File: config.mk
export PLATFORM = sky130hd
export DESIGN_NAME = beast_frame_encoder
export DESIGN_NICKNAME = d
export VERILOG_FILES = /design/src/bfe_pkg.sv /design/src/bfe_sqrt.sv /design/src/bfe_dp.sv /design/src/bfe_ctrl.sv /design/src/beast_frame_encoder.sv
export VERILOG_INCLUDE_DIRS = /design/src /design/src/src
export SDC_FILE = /design/constraint.sdc
export NUM_CORES = 1
export LEC_CHECK = 0
export ABC_AREA = 1
export ABC_CLOCK_PERIOD_IN_PS = 15630
export BUFFER_PORTS_ARGS = -buffer_cell sky130_fd_sc_hd__buf_2
export CAP_MARGIN = 0
export CORE_ASPECT_RATIO = 1.5
export CORE_UTILIZATION = 23
export CTS_CLUSTER_SIZE = 20
export DETAILED_ROUTE_END_ITERATION = 10
export SYNTH_ARGS = -nofsm -noshare
export SYNTH_HDL_FRONTEND = slang
export SYNTH_SLANG_ARGS = --single-unit
File: constraint.sdc
create_clock -name clk -period 15.63 [get_ports clk]
set_clock_uncertainty 0.05 [all_clocks]
set_input_delay 1.563 -clock clk [delete_from_list [all_inputs] [get_ports clk]]
set_output_delay 1.563 -clock clk [all_outputs]
set_load 0.02 [all_outputs]
File: src/beast_frame_encoder_macros.svh
// Assertion macros used by the frame encoder datapath.
`ifndef BEAST_FRAME_ENCODER_MACROS_SVH
`define BEAST_FRAME_ENCODER_MACROS_SVH

`ifndef ASSERT_OFF
// Property checked on every rising clock edge outside reset.
`define BFE_ASSERT(lbl, clk, rstn, prop) \
    lbl: assert property (@(posedge clk) disable iff (!rstn) (prop)) \
        else $error("bfe assertion failed");
// Antecedent implies consequent in the same cycle.
`define BFE_ASSERT_IMPLY(lbl, clk, rstn, ante, cons) \
    lbl: assert property (@(posedge clk) disable iff (!rstn) (ante) |-> (cons)) \
        else $error("bfe implication failed");
// Antecedent implies consequent in the next cycle.
`define BFE_ASSERT_NEXT(lbl, clk, rstn, ante, cons) \
    lbl: assert property (@(posedge clk) disable iff (!rstn) (ante) |=> (cons)) \
        else $error("bfe next-cycle check failed");
`else
`define BFE_ASSERT(lbl, clk, rstn, prop)
`define BFE_ASSERT_IMPLY(lbl, clk, rstn, ante, cons)
`define BFE_ASSERT_NEXT(lbl, clk, rstn, ante, cons)
`endif

`endif

File: src/bfe_pkg.sv
// Shared types and constants of the Beast frame encoder.
`timescale 1ns / 1ps

package bfe_pkg;

    // Frame bytes
    localparam logic [7:0] SYNC_BYTE  = 8'h1a;
    localparam logic [7:0] TYPE_SHORT = 8'h31;
    localparam logic [7:0] TYPE_LONG  = 8'h32;
    localparam logic [7:0] TYPE_EXT   = 8'h33;

    // Message lengths in bytes
    localparam logic [4:0] LEN_SHORT = 5'd2;
    localparam logic [4:0] LEN_LONG  = 5'd7;
    localparam logic [4:0] LEN_EXT   = 5'd14;

    // Byte positions within the frame
    localparam logic [4:0] IDX_SYNC  = 5'd0;
    localparam logic [4:0] IDX_TYPE  = 5'd1;
    localparam logic [4:0] IDX_TS0   = 5'd2;
    localparam logic [4:0] IDX_SIG   = 5'd8;

    // Signal scale: 255^2
    localparam logic [31:0] SIG_SCALE = 32'd65025;

    // Register map
    localparam logic REG_FWD_MLAT = 1'b0;

    // Input bus layout
    localparam int TDATA_W = 184;

    // Controller to datapath
    typedef struct packed {
        logic capture;
        logic emit;
    } bfe_cmd_t;

    // Datapath to controller
    typedef struct packed {
        logic item_ok;
        logic out_free;
        logic byte_avail;
        logic is_last;
    } bfe_sts_t;

endpackage

File: src/bfe_sqrt.sv
// Signal byte unit: bit-serial search for round(255 * sqrt(p / 65536)).
`timescale 1ns / 1ps

module bfe_sqrt
    import bfe_pkg::*;
(
    input  logic        clk,
    input  logic        rst_n,
    input  logic        start,
    input  logic [15:0] power,
    output logic        done,
    output logic [7:0]  result
);

    logic [31:0] rhs_reg;
    logic        nz_reg;
    logic [7:0]  s_reg, s_next;
    logic [2:0]  bit_reg;
    logic        busy_reg;
    logic        done_reg;

    logic [7:0]  cand;
    logic [8:0]  odd;
    logic [17:0] sq;
    logic [31:0] lhs;

    // One result bit per cycle, MSB first
    always_comb
    begin
        cand   = s_reg | (8'd1 << bit_reg);
        odd    = {cand, 1'b0} - 9'd1;
        sq     = 18'(odd) * 18'(odd);
        lhs    = {sq, 14'd0};
        s_next = (lhs <= rhs_reg) ? cand : s_reg;
    end

    always_ff @(posedge clk or negedge rst_n)
    begin
        if (!rst_n)
        begin
            busy_reg <= 1'b0;
            done_reg <= 1'b0;
        end
        else if (start)
        begin
            busy_reg <= 1'b1;
            done_reg <= 1'b0;
        end
        else if (busy_reg && bit_reg == 3'd0)
        begin
            busy_reg <= 1'b0;
            done_reg <= 1'b1;
        end
    end

    always_ff @(posedge clk)
    begin
        if (start)
        begin
            rhs_reg <= 32'(power) * SIG_SCALE;
            nz_reg  <= (power != 16'd0);
            s_reg   <= 8'd0;
            bit_reg <= 3'd7;
        end
        else if (busy_reg)
        begin
            s_reg   <= s_next;
            bit_reg <= bit_reg - 3'd1;
        end
    end

    // Nonzero power never reports zero
    assign done   = done_reg;
    assign result = (nz_reg && s_reg == 8'd0) ? 8'd1 : s_reg;

endmodule

File: src/bfe_dp.sv
// Datapath: item capture, frame byte selection, escaping and output register.
`timescale 1ns / 1ps
`include "beast_frame_encoder_macros.svh"

module bfe_dp
    import bfe_pkg::*;
(
    input  logic               clk,
    input  logic               rst_n,
    input  bfe_cmd_t           cmd,
    output bfe_sts_t           sts,
    input  logic [TDATA_W-1:0] s_tdata,
    input  logic [0:0]         s_tuser,
    input  logic               fwd_mlat,
    input  logic               m_tready,
    output logic               m_tvalid,
    output logic [7:0]         m_tdata,
    output logic               m_tlast
);

    logic [47:0]  ts_reg;
    logic [111:0] msg_reg;
    logic [7:0]   type_reg;
    logic [4:0]   last_idx_reg;
    logic [4:0]   idx_reg;
    logic         dup_reg;
    logic         m_tvalid_reg;
    logic [7:0]   m_tdata_reg;
    logic         m_tlast_reg;

    logic [4:0]   in_len;
    logic [7:0]   in_type;
    logic         len_ok;
    logic [7:0]   cur_byte;
    logic         esc_needed;
    logic         sq_done;
    logic [7:0]   sq_result;

    bfe_sqrt u_sqrt (
        .clk    (clk),
        .rst_n  (rst_n),
        .start  (cmd.capture),
        .power  (s_tdata[71:56]),
        .done   (sq_done),
        .result (sq_result)
    );

    // Length decode and drop check on the incoming item
    always_comb
    begin
        in_len = s_tdata[7:3];
        len_ok = 1'b1;
        case (in_len)
            LEN_SHORT: in_type = TYPE_SHORT;
            LEN_LONG:  in_type = TYPE_LONG;
            LEN_EXT:   in_type = TYPE_EXT;
            default:
            begin
                in_type = TYPE_SHORT;
                len_ok  = 1'b0;
            end
        endcase
    end

    // Byte at the current frame position
    always_comb
    begin
        if (idx_reg == IDX_SYNC)
            cur_byte = SYNC_BYTE;
        else if (idx_reg == IDX_TYPE)
            cur_byte = type_reg;
        else if (idx_reg < IDX_SIG)
            cur_byte = ts_reg[47:40];
        else if (idx_reg == IDX_SIG)
            cur_byte = sq_result;
        else
            cur_byte = msg_reg[111:104];
        esc_needed = (idx_reg >= IDX_TS0) && (cur_byte == SYNC_BYTE) && !dup_reg;
    end

    assign sts.item_ok    = len_ok && !(s_tuser[0] && !fwd_mlat);
    assign sts.out_free   = !m_tvalid_reg || m_tready;
    assign sts.byte_avail = (idx_reg != IDX_SIG) || sq_done;
    assign sts.is_last    = (idx_reg == last_idx_reg) && !esc_needed;

    // Item fields and frame position; message bytes shift out head first
    always_ff @(posedge clk)
    begin
        if (cmd.capture)
        begin
            ts_reg       <= s_tdata[55:8];
            msg_reg      <= {s_tdata[127:72], s_tdata[183:128]};
            type_reg     <= in_type;
            last_idx_reg <= IDX_SIG + in_len;
            idx_reg      <= IDX_SYNC;
            dup_reg      <= 1'b0;
        end
        else if (cmd.emit)
        begin
            if (esc_needed)
            begin
                dup_reg <= 1'b1;
            end
            else
            begin
                dup_reg <= 1'b0;
                idx_reg <= idx_reg + 5'd1;
                if (idx_reg >= IDX_TS0 && idx_reg < IDX_SIG)
                    ts_reg <= {ts_reg[39:0], 8'd0};
                if (idx_reg > IDX_SIG)
                    msg_reg <= {msg_reg[103:0], 8'd0};
            end
        end
    end

    // Output register
    always_ff @(posedge clk or negedge rst_n)
    begin
        if (!rst_n)
            m_tvalid_reg <= 1'b0;
        else if (cmd.emit)
            m_tvalid_reg <= 1'b1;
        else if (m_tready)
            m_tvalid_reg <= 1'b0;
    end

    always_ff @(posedge clk)
    begin
        if (cmd.emit)
        begin
            m_tdata_reg <= cur_byte;
            m_tlast_reg <= sts.is_last;
        end
    end

    assign m_tvalid = m_tvalid_reg;
    assign m_tdata  = m_tdata_reg;
    assign m_tlast  = m_tlast_reg;

    // Checks
    `BFE_ASSERT_IMPLY(a_emit_free, clk, rst_n, cmd.emit, sts.out_free)
    `BFE_ASSERT_IMPLY(a_sig_ready, clk, rst_n, cmd.emit && idx_reg == IDX_SIG, sq_done)
    `BFE_ASSERT_NEXT(a_esc_copy, clk, rst_n, cmd.emit && esc_needed,
        m_tdata_reg == SYNC_BYTE && !m_tlast_reg)

endmodule

File: src/bfe_ctrl.sv
// Controller: takes an item and steps its frame out one byte at a time.
`timescale 1ns / 1ps

module bfe_ctrl
    import bfe_pkg::*;
(
    input  logic     clk,
    input  logic     rst_n,
    input  logic     s_tvalid,
    output logic     s_tready,
    output bfe_cmd_t cmd,
    input  bfe_sts_t sts
);

    typedef enum logic {
        ST_IDLE,
        ST_EMIT
    } state_t;

    state_t state_reg, state_next;

    // Commands and next state
    always_comb
    begin
        state_next  = state_reg;
        s_tready    = 1'b0;
        cmd.capture = 1'b0;
        cmd.emit    = 1'b0;
        case (state_reg)
            ST_IDLE:
            begin
                s_tready = 1'b1;
                if (s_tvalid && sts.item_ok)
                begin
                    cmd.capture = 1'b1;
                    state_next  = ST_EMIT;
                end
            end
            ST_EMIT:
            begin
                if (sts.out_free && sts.byte_avail)
                begin
                    cmd.emit = 1'b1;
                    if (sts.is_last)
                        state_next = ST_IDLE;
                end
            end
            default:
            begin
                state_next = ST_IDLE;
            end
        endcase
    end

    always_ff @(posedge clk or negedge rst_n)
    begin
        if (!rst_n)
            state_reg <= ST_IDLE;
        else
            state_reg <= state_next;
    end

endmodule

File: src/beast_frame_encoder.sv
// Top level of the Beast binary frame encoder.
// Input stream: one received message per item. s_tdata carries the message
// length, timestamp, signal power and message bytes; s_tuser carries the
// multilateration flag. Output stream: the escaped frame, one byte per item,
// m_tlast on the final byte. Register 0 (APB byte address 0) bit 0 enables
// framing of multilateration messages; it resets to 0.
// A new message is taken only when the previous frame has been handed to the
// output register; the last byte of a frame may still wait while the next
// message is accepted. Messages of unsupported length or dropped
// multilateration messages are taken while idle and give no bytes.
// Once a message is accepted, the controller enters its emit state and the
// sync byte is loaded into the output register; a frame of N bytes (11 to 44)
// then goes out one byte per cycle while the receiver does not stall. The
// signal byte comes from a bit-serial square root that finishes before the
// signal byte is due, so it never holds the frame back. When the receiver
// stalls, the output byte holds and the frame pauses. Reset empties the
// output register and returns the controller to idle.
`timescale 1ns / 1ps

module beast_frame_encoder
    import bfe_pkg::*;
(
    input  logic               clk,
    input  logic               rst_n,
    // APB configuration port
    input  logic               psel,
    input  logic               penable,
    input  logic               pwrite,
    input  logic [2:0]         paddr,
    input  logic [31:0]        pwdata,
    output logic [31:0]        prdata,
    output logic               pready,
    // Input stream
    input  logic               s_tvalid,
    output logic               s_tready,
    // msg_bits[7:0], timestamp[55:8], signal_power[71:56],
    // msg_head[127:72], msg_tail[183:128]
    input  logic [TDATA_W-1:0] s_tdata,
    // from_mlat[0]
    input  logic [0:0]         s_tuser,
    // Output stream
    output logic               m_tvalid,
    input  logic               m_tready,
    // out_byte[7:0]
    output logic [7:0]         m_tdata,
    // frame_end
    output logic               m_tlast
);

    bfe_cmd_t cmd;
    bfe_sts_t sts;
    logic     fwd_mlat_reg;

    // Configuration register
    always_ff @(posedge clk or negedge rst_n)
    begin
        if (!rst_n)
            fwd_mlat_reg <= 1'b0;
        else if (psel && penable && pwrite && pready && paddr[2] == REG_FWD_MLAT)
            fwd_mlat_reg <= pwdata[0];
    end

    assign pready = 1'b1;
    assign prdata = (paddr[2] == REG_FWD_MLAT) ? {31'd0, fwd_mlat_reg} : 32'd0;

    bfe_ctrl u_ctrl (
        .clk      (clk),
        .rst_n    (rst_n),
        .s_tvalid (s_tvalid),
        .s_tready (s_tready),
        .cmd      (cmd),
        .sts      (sts)
    );

    bfe_dp u_dp (
        .clk      (clk),
        .rst_n    (rst_n),
        .cmd      (cmd),
        .sts      (sts),
        .s_tdata  (s_tdata),
        .s_tuser  (s_tuser),
        .fwd_mlat (fwd_mlat_reg),
        .m_tready (m_tready),
        .m_tvalid (m_tvalid),
        .m_tdata  (m_tdata),
        .m_tlast  (m_tlast)
    );

endmodule

==> metrics.md, run 1 <==
| Metric | Value |
|---|---|
| Dominant cells by area after synthesis | sky130_fd_sc_hd__edfxtp_1 (39%), sky130_fd_sc_hd__nand2_1 (14%), sky130_fd_sc_hd__ha_1 (12%) |
| Number of top-level pins | 271 |
| Number of input and output port buffers inserted | 202 |
| Number of max-cap violations | 0 |
| Number of hold-slack violations in the final timing report | 0 |
| Flip-flop and latch count after synthesis | 231 |
| Hold Path Class | flop to flop |
| Placeable core area | 69200 µm² |
| Endpoint of the worst register-to-register path | u_dp.u_sqrt.s_reg[7]$_SDFFE_PP0P_ |
| Met2 track utilization from global routing | 0.186 |
| Cell variety after synth | 50 |
| Startpoint of the most critical hold path | u_dp.dup_reg$_SDFFE_PP0P_ |
| YS warnings | 0 |
| Final setup violating endpoints | 0 |
| Most prevalent standard cell on the critical path | sky130_fd_sc_hd__inv_1 |
| Number of standard cells after synthesis | 1727 |
| Post-cts sizing count | 0 |
| Total Die Area | 71400 µm² |
| Final weighted congestion in routability-driven placement | 0.825 |
| First-pass GRT wire length | 57600 µm |
| Maximum root-to-sink buffer count | 3 |
| Most used routing layer | met2 |
| Number of flops mapped to enable cells by yosys | 209 |
| Std-Cell Rows | 118 |
| Die height | 327 µm |
| Die width | 218 µm |
| Critical path's slowest cell | sky130_fd_sc_hd__xor2_1 |
| Setup CP Type | flop to flop |
| Data required time at the worst endpoint | 16.05 ns |
| Number of H-tree levels | 1 |
| Asr flop ratio synth | 0.0216 |
| Kind of start point of the critical path | flop |
| Data arrival time at the worst-slack endpoint | 8.54 ns |
| Most repeated cell in the gate-level netlist after synthesis | sky130_fd_sc_hd__nand2_1 |
| Setup repair after global routing missed its margin | false |
| Post-detailed-route DRC marker count | 0 |
| Post-CTS Hold Fix Bufs | 0 |
| Layout Area Growth over Synthesis | 18.1% |
| Root Buffer Master | sky130_fd_sc_hd__clkbuf_16 |
| Share of Yosys cell area claimed by the top area cell type | 0.388 |
| Mean instance size in the synthesized netlist | 9.36 µm² |
| Final cycle utilization of the critical path | 0.520 |
| Total global routing track utilization | 0.101 |
| Number of cells on the worst hold path | 2 |
| Total via count after detailed routing | 11302 |
| Setup slack of the worst register-to-register path | 7.51 ns |
| Later-pin clock latency in the skew report | 0.56 ns |
| Clock-pin slew reported for the worst setup and hold paths after clock tree synthesis | 0.06 ns |
| Slew of the pin with the lowest slew margin | 1.05 ns |
| Share of post-route cells with drive strength above 1 | 0.156 |
| DRT Pass-1 Iters | 5 |
| TritonCTS buffer count | 28 |
| Max FO, Critical Path | 11 |
| Largest net degree at the start of global routing | 98 |
| CTS tree | done |
| Crit path largest cell delay | 0.83 ns |
| Worst hold path endpoint | u_dp.dup_reg$_SDFFE_PP0P_ |
| Post-synthesis instance area | 16200 µm² |
| Antenna-violating nets left | 0 |
| Half-perimeter wire length of the detailed placement result | 28000 µm |
| Met1 track utilization from global routing | 0.118 |
| FF-to-FF Start | u_dp.u_sqrt.bit_reg[0]$_SDFFE_PP1P_ |
| Effective utilization at floorplan | 0.233 |
| Clock period minus worst slack | 8.12 ns |
| TritonCTS sink count | 231 |
| Share of the yosys chip area belonging to registers | 0.417 |
| Type of element capturing the critical path | flop |
| Routed length per placed instance | 12.8 µm |
| Global route overflow | 0 |
| Initial antenna violation count | 8 |
| Max Clock Freq | 123 MHz |
| Flip-flop count of the largest register, all copies and words added | 112 |
| DR vias/cell | 3.96 |
| Slew Viols, Final | 0 |
| Routed wire length | 36400 µm |
| Met3 Resource Use GR | 0.0181 |
| R2r worst-path depth | 34 |
| Most used DFF post-synth | sky130_fd_sc_hd__edfxtp_1 |
| Status | finished clean |
| Worst slew margin relative to its limit | 0.300 |
| Number of global-route vias before repair | 11331 |
| Layout Nets | 2407 |
| Leading area contributor after synthesis | sky130_fd_sc_hd__edfxtp_1 |
| Leading post-synthesis cells by instance count | sky130_fd_sc_hd__nand2_1 (583), sky130_fd_sc_hd__inv_1 (231), sky130_fd_sc_hd__edfxtp_1 (209) |
| Post-route setup TNS | 0 ns |
| Initial DRC Count | 458 |
| Post-CTS Setup Bufs | 0 |
## worst max-delay path by stage
stage / slack, ns / cells after the start / start / to
2_1_floorplan: 7.49 / 4 / m_tready / u_dp.msg_reg[0]$_SDFFCE_PN0P_
3_5_place_dp: 7.58 / 34 / u_dp.u_sqrt.bit_reg[0]$_SDFFE_PP1P_ / u_dp.u_sqrt.s_reg[7]$_SDFFE_PP0P_
4_1_cts: 7.48 / 34 / u_dp.u_sqrt.bit_reg[0]$_SDFFE_PP1P_ / u_dp.u_sqrt.s_reg[7]$_SDFFE_PP0P_
5_1_grt: 6.70 / 37 / u_dp.u_sqrt.bit_reg[0]$_SDFFE_PP1P_ / u_dp.u_sqrt.s_reg[4]$_SDFFE_PP0P_
3_3_place_gp: 7.64 / 34 / u_dp.u_sqrt.bit_reg[0]$_SDFFE_PP1P_ / u_dp.u_sqrt.s_reg[7]$_SDFFE_PP0P_
6_report: 7.51 / 34 / u_dp.u_sqrt.bit_reg[0]$_SDFFE_PP1P_ / u_dp.u_sqrt.s_reg[7]$_SDFFE_PP0P_
## logic make-up after synthesis
kind of cell,after synthesis,share of synthesized area
other cells,2,0.000465
simple gates,758,0.191
xor+xnor,48,0.0260
flops,231,0.417
fa+ha+maj,255,0.242
compound gates,114,0.0405
buf+inv,319,0.0835
## layer usage
| metal | part of all wire | wire length [µm] | vias up |
|---|---|---|---|
| li1 | - | - | 5856 |
| met1 | 0.41 | 15000 | 5213 |
| met2 | 0.52 | 19000 | 183 |
| met3 | 0.044 | 1600 | 46 |
| met4 | 0.022 | 791 | 4 |
| met5 | 0.00063 | 23 | - |
## worst max-delay path, delay by kind of cell (launching register included)
family | cells | cell delay, ns
adder cells (fa/ha/maj) | 7 | 3.11
XOR/XNOR | 2 | 0.98
AO/OA/AOI/OAI | 4 | 0.90
buffers and inverters | 7 | 0.55
flip-flops | 1 | 0.39
AND/OR/NAND/NOR | 14 | 2.04
## through the flow
step / setup WS [ns] / hold WS, ns / cells / cell area, µm² / utilization
6_report: 7.51 / 0.403 / 2854 / 19100 / 0.276
3_5_place_dp: 7.58 / 0.391 / 2795 / 18100 / 0.261
3_3_place_gp: 7.64 / 0.387 / 2795 / 18100 / 0.261
5_1_grt: 6.70 / 0.417 / 2852 / 19100 / 0.276
4_1_cts: 7.48 / 0.401 / 2847 / 19100 / 0.275
2_1_floorplan: 7.49 / 0.377 / 1758 / 16300 / -
## cell usage in the layout, fill, tap and decap left out, types with 6 or more instances in the layout
cell type / n
sky130_fd_sc_hd__fa_1: 95
sky130_fd_sc_hd__buf_4: 7
sky130_fd_sc_hd__nor2_1: 76
sky130_fd_sc_hd__a21o_1: 6
sky130_fd_sc_hd__xnor2_1: 14
sky130_fd_sc_hd__or2_2: 6
sky130_fd_sc_hd__nand2_1: 582
sky130_fd_sc_hd__inv_1: 231
sky130_fd_sc_hd__ha_1: 160
sky130_fd_sc_hd__clkbuf_16: 31
sky130_fd_sc_hd__buf_2: 202
sky130_fd_sc_hd__edfxtp_1: 209
sky130_fd_sc_hd__xor2_1: 34
sky130_fd_sc_hd__dfxtp_1: 17
sky130_fd_sc_hd__nand2_2: 8
sky130_fd_sc_hd__conb_1: 33
sky130_fd_sc_hd__nand3_1: 38
sky130_fd_sc_hd__a21oi_1: 54
sky130_fd_sc_hd__diode_2: 7
sky130_fd_sc_hd__nor4_1: 6
sky130_fd_sc_hd__o21ai_0: 25
sky130_fd_sc_hd__nand4_1: 17
sky130_fd_sc_hd__inv_2: 13
## area by class of cell
cell class,count,area (µm²)
Antenna cell,7,17.5
Clock buffer,39,836
Clock inverter,13,150
Fill cell,7310,50200
Inverter,247,932
Multi-Input combinational cell,1208,8220
Sequential cell,231,6740
Tap cell,900,1130
Timing Repair Buffer,209,1060
Power of run 1 is left out: the tool's default activity adds up to more than one toggle a clock period on the data nets, which glitch-free logic cannot reach.
==> inputs of run 2 (changes only) <==
- ABC_CLOCK_PERIOD_IN_PS: 15630 -> 6560
- clock period: 15.63 -> 6.56 ns (I/O delays scaled with it)
==> run 2 against run 1 <==
Against the previous run:
- largest cell class unchanged
- final cell count increased by 3.3%
- maximum frequency rose by 26%
- die area did not move
- first-iteration DRC count up 31%
- worst hold slack lost 0.16 ns
- critical endpoint is now u_dp.u_sqrt.s_reg[2]$_SDFFE_PP0P_
- register-to-register slack got worse by 7.4 ns
==> metrics.md, run 2 (synthesized netlist as in run 1, its figures left out) <==
| Metric | Value |
|---|---|
| FF-to-FF Start | u_dp.u_sqrt.bit_reg[1]$_SDFFE_PP1P_ (was u_dp.u_sqrt.bit_reg[0]$_SDFFE_PP1P_) |
| Layout Area Growth over Synthesis | 25.0% (was 18.1%) |
| Antenna-violating nets left | 0 (unchanged) |
| Number of input and output port buffers inserted | 202 (unchanged) |
| Largest net degree at the start of global routing | 113 (was 98) |
| Endpoint of the worst register-to-register path | u_dp.u_sqrt.s_reg[2]$_SDFFE_PP0P_ (was u_dp.u_sqrt.s_reg[7]$_SDFFE_PP0P_) |
| Setup slack of the worst register-to-register path | 0.12 ns (was 7.51 ns) |
| Later-pin clock latency in the skew report | 0.56 ns (about the same) |
| Routed length per placed instance | 13.0 µm (was 12.8 µm) |
| R2r worst-path depth | 34 (unchanged) |
| Type of element capturing the critical path | flop (unchanged) |
| Setup CP Type | flop to flop (unchanged) |
| Die height | 327 µm (unchanged) |
| Share of post-route cells with drive strength above 1 | 0.232 (was 0.156) |
| CTS tree | done (unchanged) |
| DRT Pass-1 Iters | 4 (was 5) |
| Total global routing track utilization | 0.106 (was 0.101) |
| Initial DRC Count | 599 (was 458) |
| Critical path's slowest cell | sky130_fd_sc_hd__fa_1 (was sky130_fd_sc_hd__xor2_1) |
| TritonCTS sink count | 231 (unchanged) |
| Hold Path Class | primary input to flop (was flop to flop) |
| Share of the core filled with cells in the final layout | 0.292 (was 0.276) |
| TritonCTS buffer count | 28 (unchanged) |
| Worst slew margin relative to its limit | 0.444 (was 0.300) |
| DR vias/cell | 4.02 (was 3.96) |
| Most frequent standard cell in the layout excluding fill and tap cells | sky130_fd_sc_hd__nand2_1 (unchanged) |
| Number of hold-slack violations in the final timing report | 0 (unchanged) |
| Total via count after detailed routing | 11856 (was 11302) |
| Half-perimeter wire length of the detailed placement result | 29000 µm (was 28000 µm) |
| Status | finished clean (unchanged) |
| Number of H-tree levels | 1 (unchanged) |
| Critical path buffer and inverter count | 7 (unchanged) |
| Flip-flop count of the largest register, all copies and words added | 112 (unchanged) |
| Maximum root-to-sink buffer count | 3 (unchanged) |
| First-pass GRT wire length | 60600 µm (was 57600 µm) |
| Worst hold path endpoint | u_dp.m_tvalid$_DFFE_PN0P_ (was u_dp.dup_reg$_SDFFE_PP0P_) |
| Slew Viols, Final | 0 (unchanged) |
| Slew of the pin with the lowest slew margin | 0.835 ns (was 1.05 ns) |
| Startpoint of the most critical hold path | m_tready (was u_dp.dup_reg$_SDFFE_PP0P_) |
| Setup WS post-layout | 0.124 ns (was 7.51 ns) |
| Post-detailed-route DRC marker count | 0 (unchanged) |
| Worst Setup Slack post-DPL | -0.527 ns (was 7.58 ns) |
| Initial antenna violation count | 8 (unchanged) |
| Kind of start point of the critical path | flop (unchanged) |
| Data arrival time at the worst-slack endpoint | 6.88 ns (was 8.54 ns) |
| Final weighted congestion in routability-driven placement | 0.817 (was 0.825) |
| Global route overflow | 0 (unchanged) |
| Commonest cells after routing, fill and taps aside | sky130_fd_sc_hd__nand2_1 (572), sky130_fd_sc_hd__inv_1 (213), sky130_fd_sc_hd__edfxtp_1 (209), sky130_fd_sc_hd__buf_2 (202), sky130_fd_sc_hd__ha_1 (149) (was sky130_fd_sc_hd__nand2_1 (582), sky130_fd_sc_hd__inv_1 (231), sky130_fd_sc_hd__edfxtp_1 (209), sky130_fd_sc_hd__buf_2 (202), sky130_fd_sc_hd__ha_1 (160)) |
| Crit path largest cell delay | 0.54 ns (was 0.83 ns) |
| Placeable core area | 69200 µm² (unchanged) |
| Effective utilization at floorplan | 0.233 (unchanged) |
| Number of global-route vias before repair | 12043 (was 11331) |
| Data required time at the worst endpoint | 7.00 ns (was 16.05 ns) |
| Cell family with the largest share of critical-path delay | adder cells (unchanged) |
| Root Buffer Master | sky130_fd_sc_hd__clkbuf_16 (unchanged) |
| Final setup violating endpoints | 0 (unchanged) |
| Clock period minus worst slack | 6.44 ns (was 8.12 ns) |
| Setup repair after global routing missed its margin | true (was false) |
| Layout Nets | 2503 (was 2407) |
| Number of cells on the worst hold path | 2 (unchanged) |
| Max FO, Critical Path | 7 (was 11) |
| Hold slack final | 0.245 ns (was 0.403 ns) |
| Std-Cell Rows | 118 (unchanged) |
| Total Die Area | 71400 µm² (unchanged) |
| Final cycle utilization of the critical path | 0.981 (was 0.520) |
| Clock-pin slew reported for the worst setup and hold paths after clock tree synthesis | 0.06 ns (about the same) |
| Max Clock Freq | 155 MHz (was 123 MHz) |
| Number of max-cap violations | 0 (unchanged) |
| Number of top-level pins | 271 (unchanged) |
| Routed wire length | 38400 µm (was 36400 µm) |
| Die width | 218 µm (unchanged) |
-- run 2: cell count changes in the layout (fill, tap and decap cells not counted), sizes merged --
cell	previous run	this run
dlygate4sd3	0	1
diode	7	5
bufinv	3	2
clkinvlp	1	2
buf	209	304
-- run 2: per-stage QoR --
step | instance area, µm² | std cells | TNS, ns
2_1_floorplan | 16300 | 1758 | 0
5_1_grt | 20200 | 2948 | -1.88
3_5_place_dp | 18700 | 2872 | -4.14
6_report | 20200 | 2948 | 0
4_1_cts | 19800 | 2929 | 0
3_3_place_gp | 18700 | 2872 | -3.05
-- run 2: repair_timing --
item,4_1_cts,5_1_grt
setup buffers,4,15
endpoints found under the setup margin,8,8
hold buffers,1,0
endpoints found under the hold margin,5,0
pin swaps,27,71
gates resized for setup,53,73
-- run 2: metal layers --
metal | up-vias | global-route usage | wire [µm]
met4 | 4 | 0.0333 | 949
met1 | 5527 | 0.122 | 15600
met3 | 65 | 0.0172 | 1760
met2 | 220 | 0.195 | 20000
met5 | - | 0 | 23
li1 | 6040 | - | -
-- run 2: worst register-to-register path: cells and delay by family (launching register included) --
kind / cells / cell delay, ns
compound gates: 4 / 0.54
xor+xnor: 2 / 0.46
fa+ha+maj: 7 / 2.75
buf+inv: 7 / 0.53
flops: 1 / 0.35
simple gates: 14 / 1.67
-- run 2: how the worst max path moves through the flow --
stage / endpoint / from / slack [ns] / cells past startpoint
floorplan: u_dp.u_sqrt.s_reg[1]$_SDFFE_PP0P_ / u_dp.u_sqrt.bit_reg[0]$_SDFFE_PP1P_ / 0.03 / 39
global placement: u_dp.u_sqrt.s_reg[7]$_SDFFE_PP0P_ / u_dp.u_sqrt.bit_reg[0]$_SDFFE_PP1P_ / -0.38 / 35
detailed placement: u_dp.u_sqrt.s_reg[2]$_SDFFE_PP0P_ / u_dp.u_sqrt.bit_reg[0]$_SDFFE_PP1P_ / -0.53 / 33
CTS: u_dp.u_sqrt.s_reg[2]$_SDFFE_PP0P_ / u_dp.u_sqrt.bit_reg[0]$_SDFFE_PP1P_ / 0.001 / 39
global route: u_dp.u_sqrt.s_reg[2]$_SDFFE_PP0P_ / u_dp.u_sqrt.bit_reg[0]$_SDFFE_PP1P_ / -0.26 / 39
finish: u_dp.u_sqrt.s_reg[2]$_SDFFE_PP0P_ / u_dp.u_sqrt.bit_reg[1]$_SDFFE_PP1P_ / 0.12 / 34
-- run 2: final cells by class --
cell class                      instances  area (µm²)
Timing Repair Buffer                  305        1820
Clock buffer                           39         763
Tap cell                              900        1130
Fill cell                            7232       49000
Sequential cell                       231        6750
Multi-Input combinational cell       1208        8680
Clock inverter                         13         121
Inverter                              247         937
Antenna cell                            5        12.5
Power of run 2 is left out for the same reason.
==> inputs of run 3 (changes only) <==
- CELL_PAD_IN_SITES_DETAIL_PLACEMENT: default -> 0
- CELL_PAD_IN_SITES_GLOBAL_PLACEMENT: default -> 1
- CTS_CLUSTER_DIAMETER: default -> 80
- PLACE_DENSITY_LB_ADDON: default -> 0.1
==> run 3 against run 2 <==
Against the previous run:
- setup slack worse by 0.094 ns
- wire length increased by 23%
- die area is the same
- highest routed layer unchanged
- critical path depth increased by 4
- register-to-register slack got worse by 0.09 ns
- core utilization rose by 0.67 points
- first-iteration DRC count decreased by 35%
==> metrics.md, run 3 (synthesized netlist as in run 1, its figures left out) <==
| Metric | Value |
|---|---|
| Number of H-tree levels | 1 (unchanged) |
| Routed length per placed instance | 15.7 µm (was 13.0 µm) |
| Setup repair after global routing missed its margin | true (unchanged) |
| Final non-filler cell total | 3000 (was 2948) |
| Placeable core area | 69200 µm² (unchanged) |
| Number of max-cap violations | 0 (unchanged) |
| Initial DRC Count | 388 (was 599) |
| Antenna-violating nets left | 0 (unchanged) |
| DR vias/cell | 4.05 (was 4.02) |
| Share of post-route cells with drive strength above 1 | 0.265 (was 0.232) |
| Final weighted congestion in routability-driven placement | 0.806 (was 0.817) |
| Root Buffer Master | sky130_fd_sc_hd__clkbuf_16 (unchanged) |
| Flip-flop count of the largest register, all copies and words added | 112 (unchanged) |
| Total Die Area | 71400 µm² (unchanged) |
| Critical path's slowest cell | sky130_fd_sc_hd__fa_1 (unchanged) |
| Final cycle utilization of the critical path | 0.995 (was 0.981) |
| Worst Setup Slack post-DPL | -0.671 ns (was -0.527 ns) |
| Number of placed instances, taps included | 2898 (was 2872) |
| Crit path largest cell delay | 0.55 ns (was 0.54 ns) |
| Clock-pin slew reported for the worst setup and hold paths after clock tree synthesis | 0.07 ns (was 0.06 ns) |
| Post-detailed-route DRC marker count | 0 (unchanged) |
| Number of top-level pins | 271 (unchanged) |
| Effective utilization at floorplan | 0.233 (unchanged) |
| Most used routing layer | met2 (unchanged) |
| Maximum root-to-sink buffer count | 3 (unchanged) |
| Global route overflow | 0 (unchanged) |
| Met2 track utilization from global routing | 0.262 (was 0.195) |
| Most frequent standard cell in the layout excluding fill and tap cells | sky130_fd_sc_hd__nand2_1 (unchanged) |
| Data required time at the worst endpoint | 6.99 ns (was 7.00 ns) |
| TritonCTS sink count | 231 (unchanged) |
| Hold slack final | 0.258 ns (was 0.245 ns) |
| Initial antenna violation count | 8 (unchanged) |
| Commonest cells after routing, fill and taps aside | sky130_fd_sc_hd__nand2_1 (569), sky130_fd_sc_hd__inv_1 (214), sky130_fd_sc_hd__edfxtp_1 (209), sky130_fd_sc_hd__buf_2 (202), sky130_fd_sc_hd__buf_4 (157) (was sky130_fd_sc_hd__nand2_1 (572), sky130_fd_sc_hd__inv_1 (213), sky130_fd_sc_hd__edfxtp_1 (209), sky130_fd_sc_hd__buf_2 (202), sky130_fd_sc_hd__ha_1 (149)) |
| Later-pin clock latency in the skew report | 0.55 ns (was 0.56 ns) |
| Worst slew margin relative to its limit | 0.300 (was 0.444) |
| Half-perimeter wire length of the detailed placement result | 36000 µm (was 29000 µm) |
| Number of input and output port buffers inserted | 202 (unchanged) |
| Die height | 327 µm (unchanged) |
| Kind of start point of the critical path | flop (unchanged) |
| Layout Nets | 2566 (was 2503) |
| Clock period minus worst slack | 6.53 ns (was 6.44 ns) |
| DRT Pass-1 Iters | 4 (unchanged) |
| First-pass GRT wire length | 72800 µm (was 60600 µm) |
| Post-route setup TNS | 0 ns (unchanged) |
| Std-Cell Rows | 118 (unchanged) |
| Setup CP Type | flop to flop (unchanged) |
| Setup WS post-layout | 0.0305 ns (was 0.124 ns) |
| Largest net degree at the start of global routing | 119 (was 113) |
| Filler cell count in the final layout | 7398 (was 7232) |
| Max Clock Freq | 153 MHz (was 155 MHz) |
| Status | finished clean (unchanged) |
| Layout Area Growth over Synthesis | 27.9% (was 25.0%) |
| Type of element capturing the critical path | flop (unchanged) |
| Data arrival time at the worst-slack endpoint | 6.96 ns (was 6.88 ns) |
| Number of global-route vias before repair | 13044 (was 12043) |
| Hold Path Class | primary input to flop (unchanged) |
| Number of hold-slack violations in the final timing report | 0 (unchanged) |
| Slew Viols, Final | 0 (unchanged) |
| Total via count after detailed routing | 12155 (was 11856) |
| Met3 Resource Use GR | 0.0182 (was 0.0172) |
| Max FO, Critical Path | 7 (unchanged) |
| Met1 track utilization from global routing | 0.140 (was 0.122) |
| CTS tree | done (unchanged) |
| Total global routing track utilization | 0.132 (was 0.106) |
| Die width | 218 µm (unchanged) |
| Routed wire length | 47200 µm (was 38400 µm) |
| TritonCTS buffer count | 21 (was 28) |
| Slew of the pin with the lowest slew margin | 1.05 ns (was 0.835 ns) |
| Final setup violating endpoints | 0 (unchanged) |
-- run 3: changes by cell type in the layout (fill, tap and decap cells not counted), sizes merged --
cell and delta:
buf +70, clkbuf -15, inv +8, clkinv -6
diode -4, clkinvlp -1
-- run 3: repair_timing --
item                       in CTS  in global routing
pin swaps                      39                 49
resized for setup              81                 70
hold buffers                    1                  0
setup buffers                  57                 10
hold endpoints to repair        5                  0
setup endpoints to repair       8                 10
-- run 3: through the flow --
stage          instance area, µm²   util
6_report                    20700  0.299
5_1_grt                     20700  0.299
2_1_floorplan               16300      -
3_5_place_dp                18900  0.272
4_1_cts                     20400  0.294
3_3_place_gp                18900  0.272
-- run 3: worst paths after layout --
check                                                    start  slack, ns  depth (start not counted)                                 to
setup / recovery           u_dp.u_sqrt.bit_reg[0]$_SDFFE_PP1P_       0.03                         38  u_dp.u_sqrt.s_reg[5]$_SDFFE_PP0P_
hold / removal                                        m_tready       0.26                          2          u_dp.m_tvalid$_DFFE_PN0P_
setup reg to reg           u_dp.u_sqrt.bit_reg[0]$_SDFFE_PP1P_       0.03                         38  u_dp.u_sqrt.s_reg[5]$_SDFFE_PP0P_
hold reg to reg                      u_dp.dup_reg$_SDFFE_PP0P_       0.41                          2          u_dp.dup_reg$_SDFFE_PP0P_
max in group asynchronous                                rst_n       5.84                          2           fwd_mlat_reg$_DFFE_PN0P_
min in group asynchronous                                rst_n       0.43                          2       u_dp.u_sqrt.done$_DFFE_PN0P_
-- run 3: metal layers --
metal / wire length (µm) / vias to the layer above
met5: 48 / -
met3: 1850 / 73
met4: 1420 / 8
li1: - / 6149
met1: 17700 / 5705
met2: 26200 / 220
-- run 3: layout make-up --
class	count	area [µm²]	area share
Clock inverter	14	174	0.00841
Sequential cell	231	6750	0.326
Timing Repair Buffer	375	2380	0.115
Inverter	247	945	0.0457
Tap cell	900	1130	0.0545
Multi-Input combinational cell	1208	8750	0.423
Clock buffer	24	558	0.0270
Antenna cell	1	2.50	0.000121
-- run 3: critical path: cells and delay by family, from the launching register on --
family,cells,cell delay (ns)
AOI/OAI and AO/OA,5,0.65
DFF,1,0.38
and+or+nand+nor,15,1.64
adders and majority gates,8,2.97
buffers and inverters,9,0.64
xor gates and xnor gates,1,0.11
Power of run 3 is left out for the same reason.
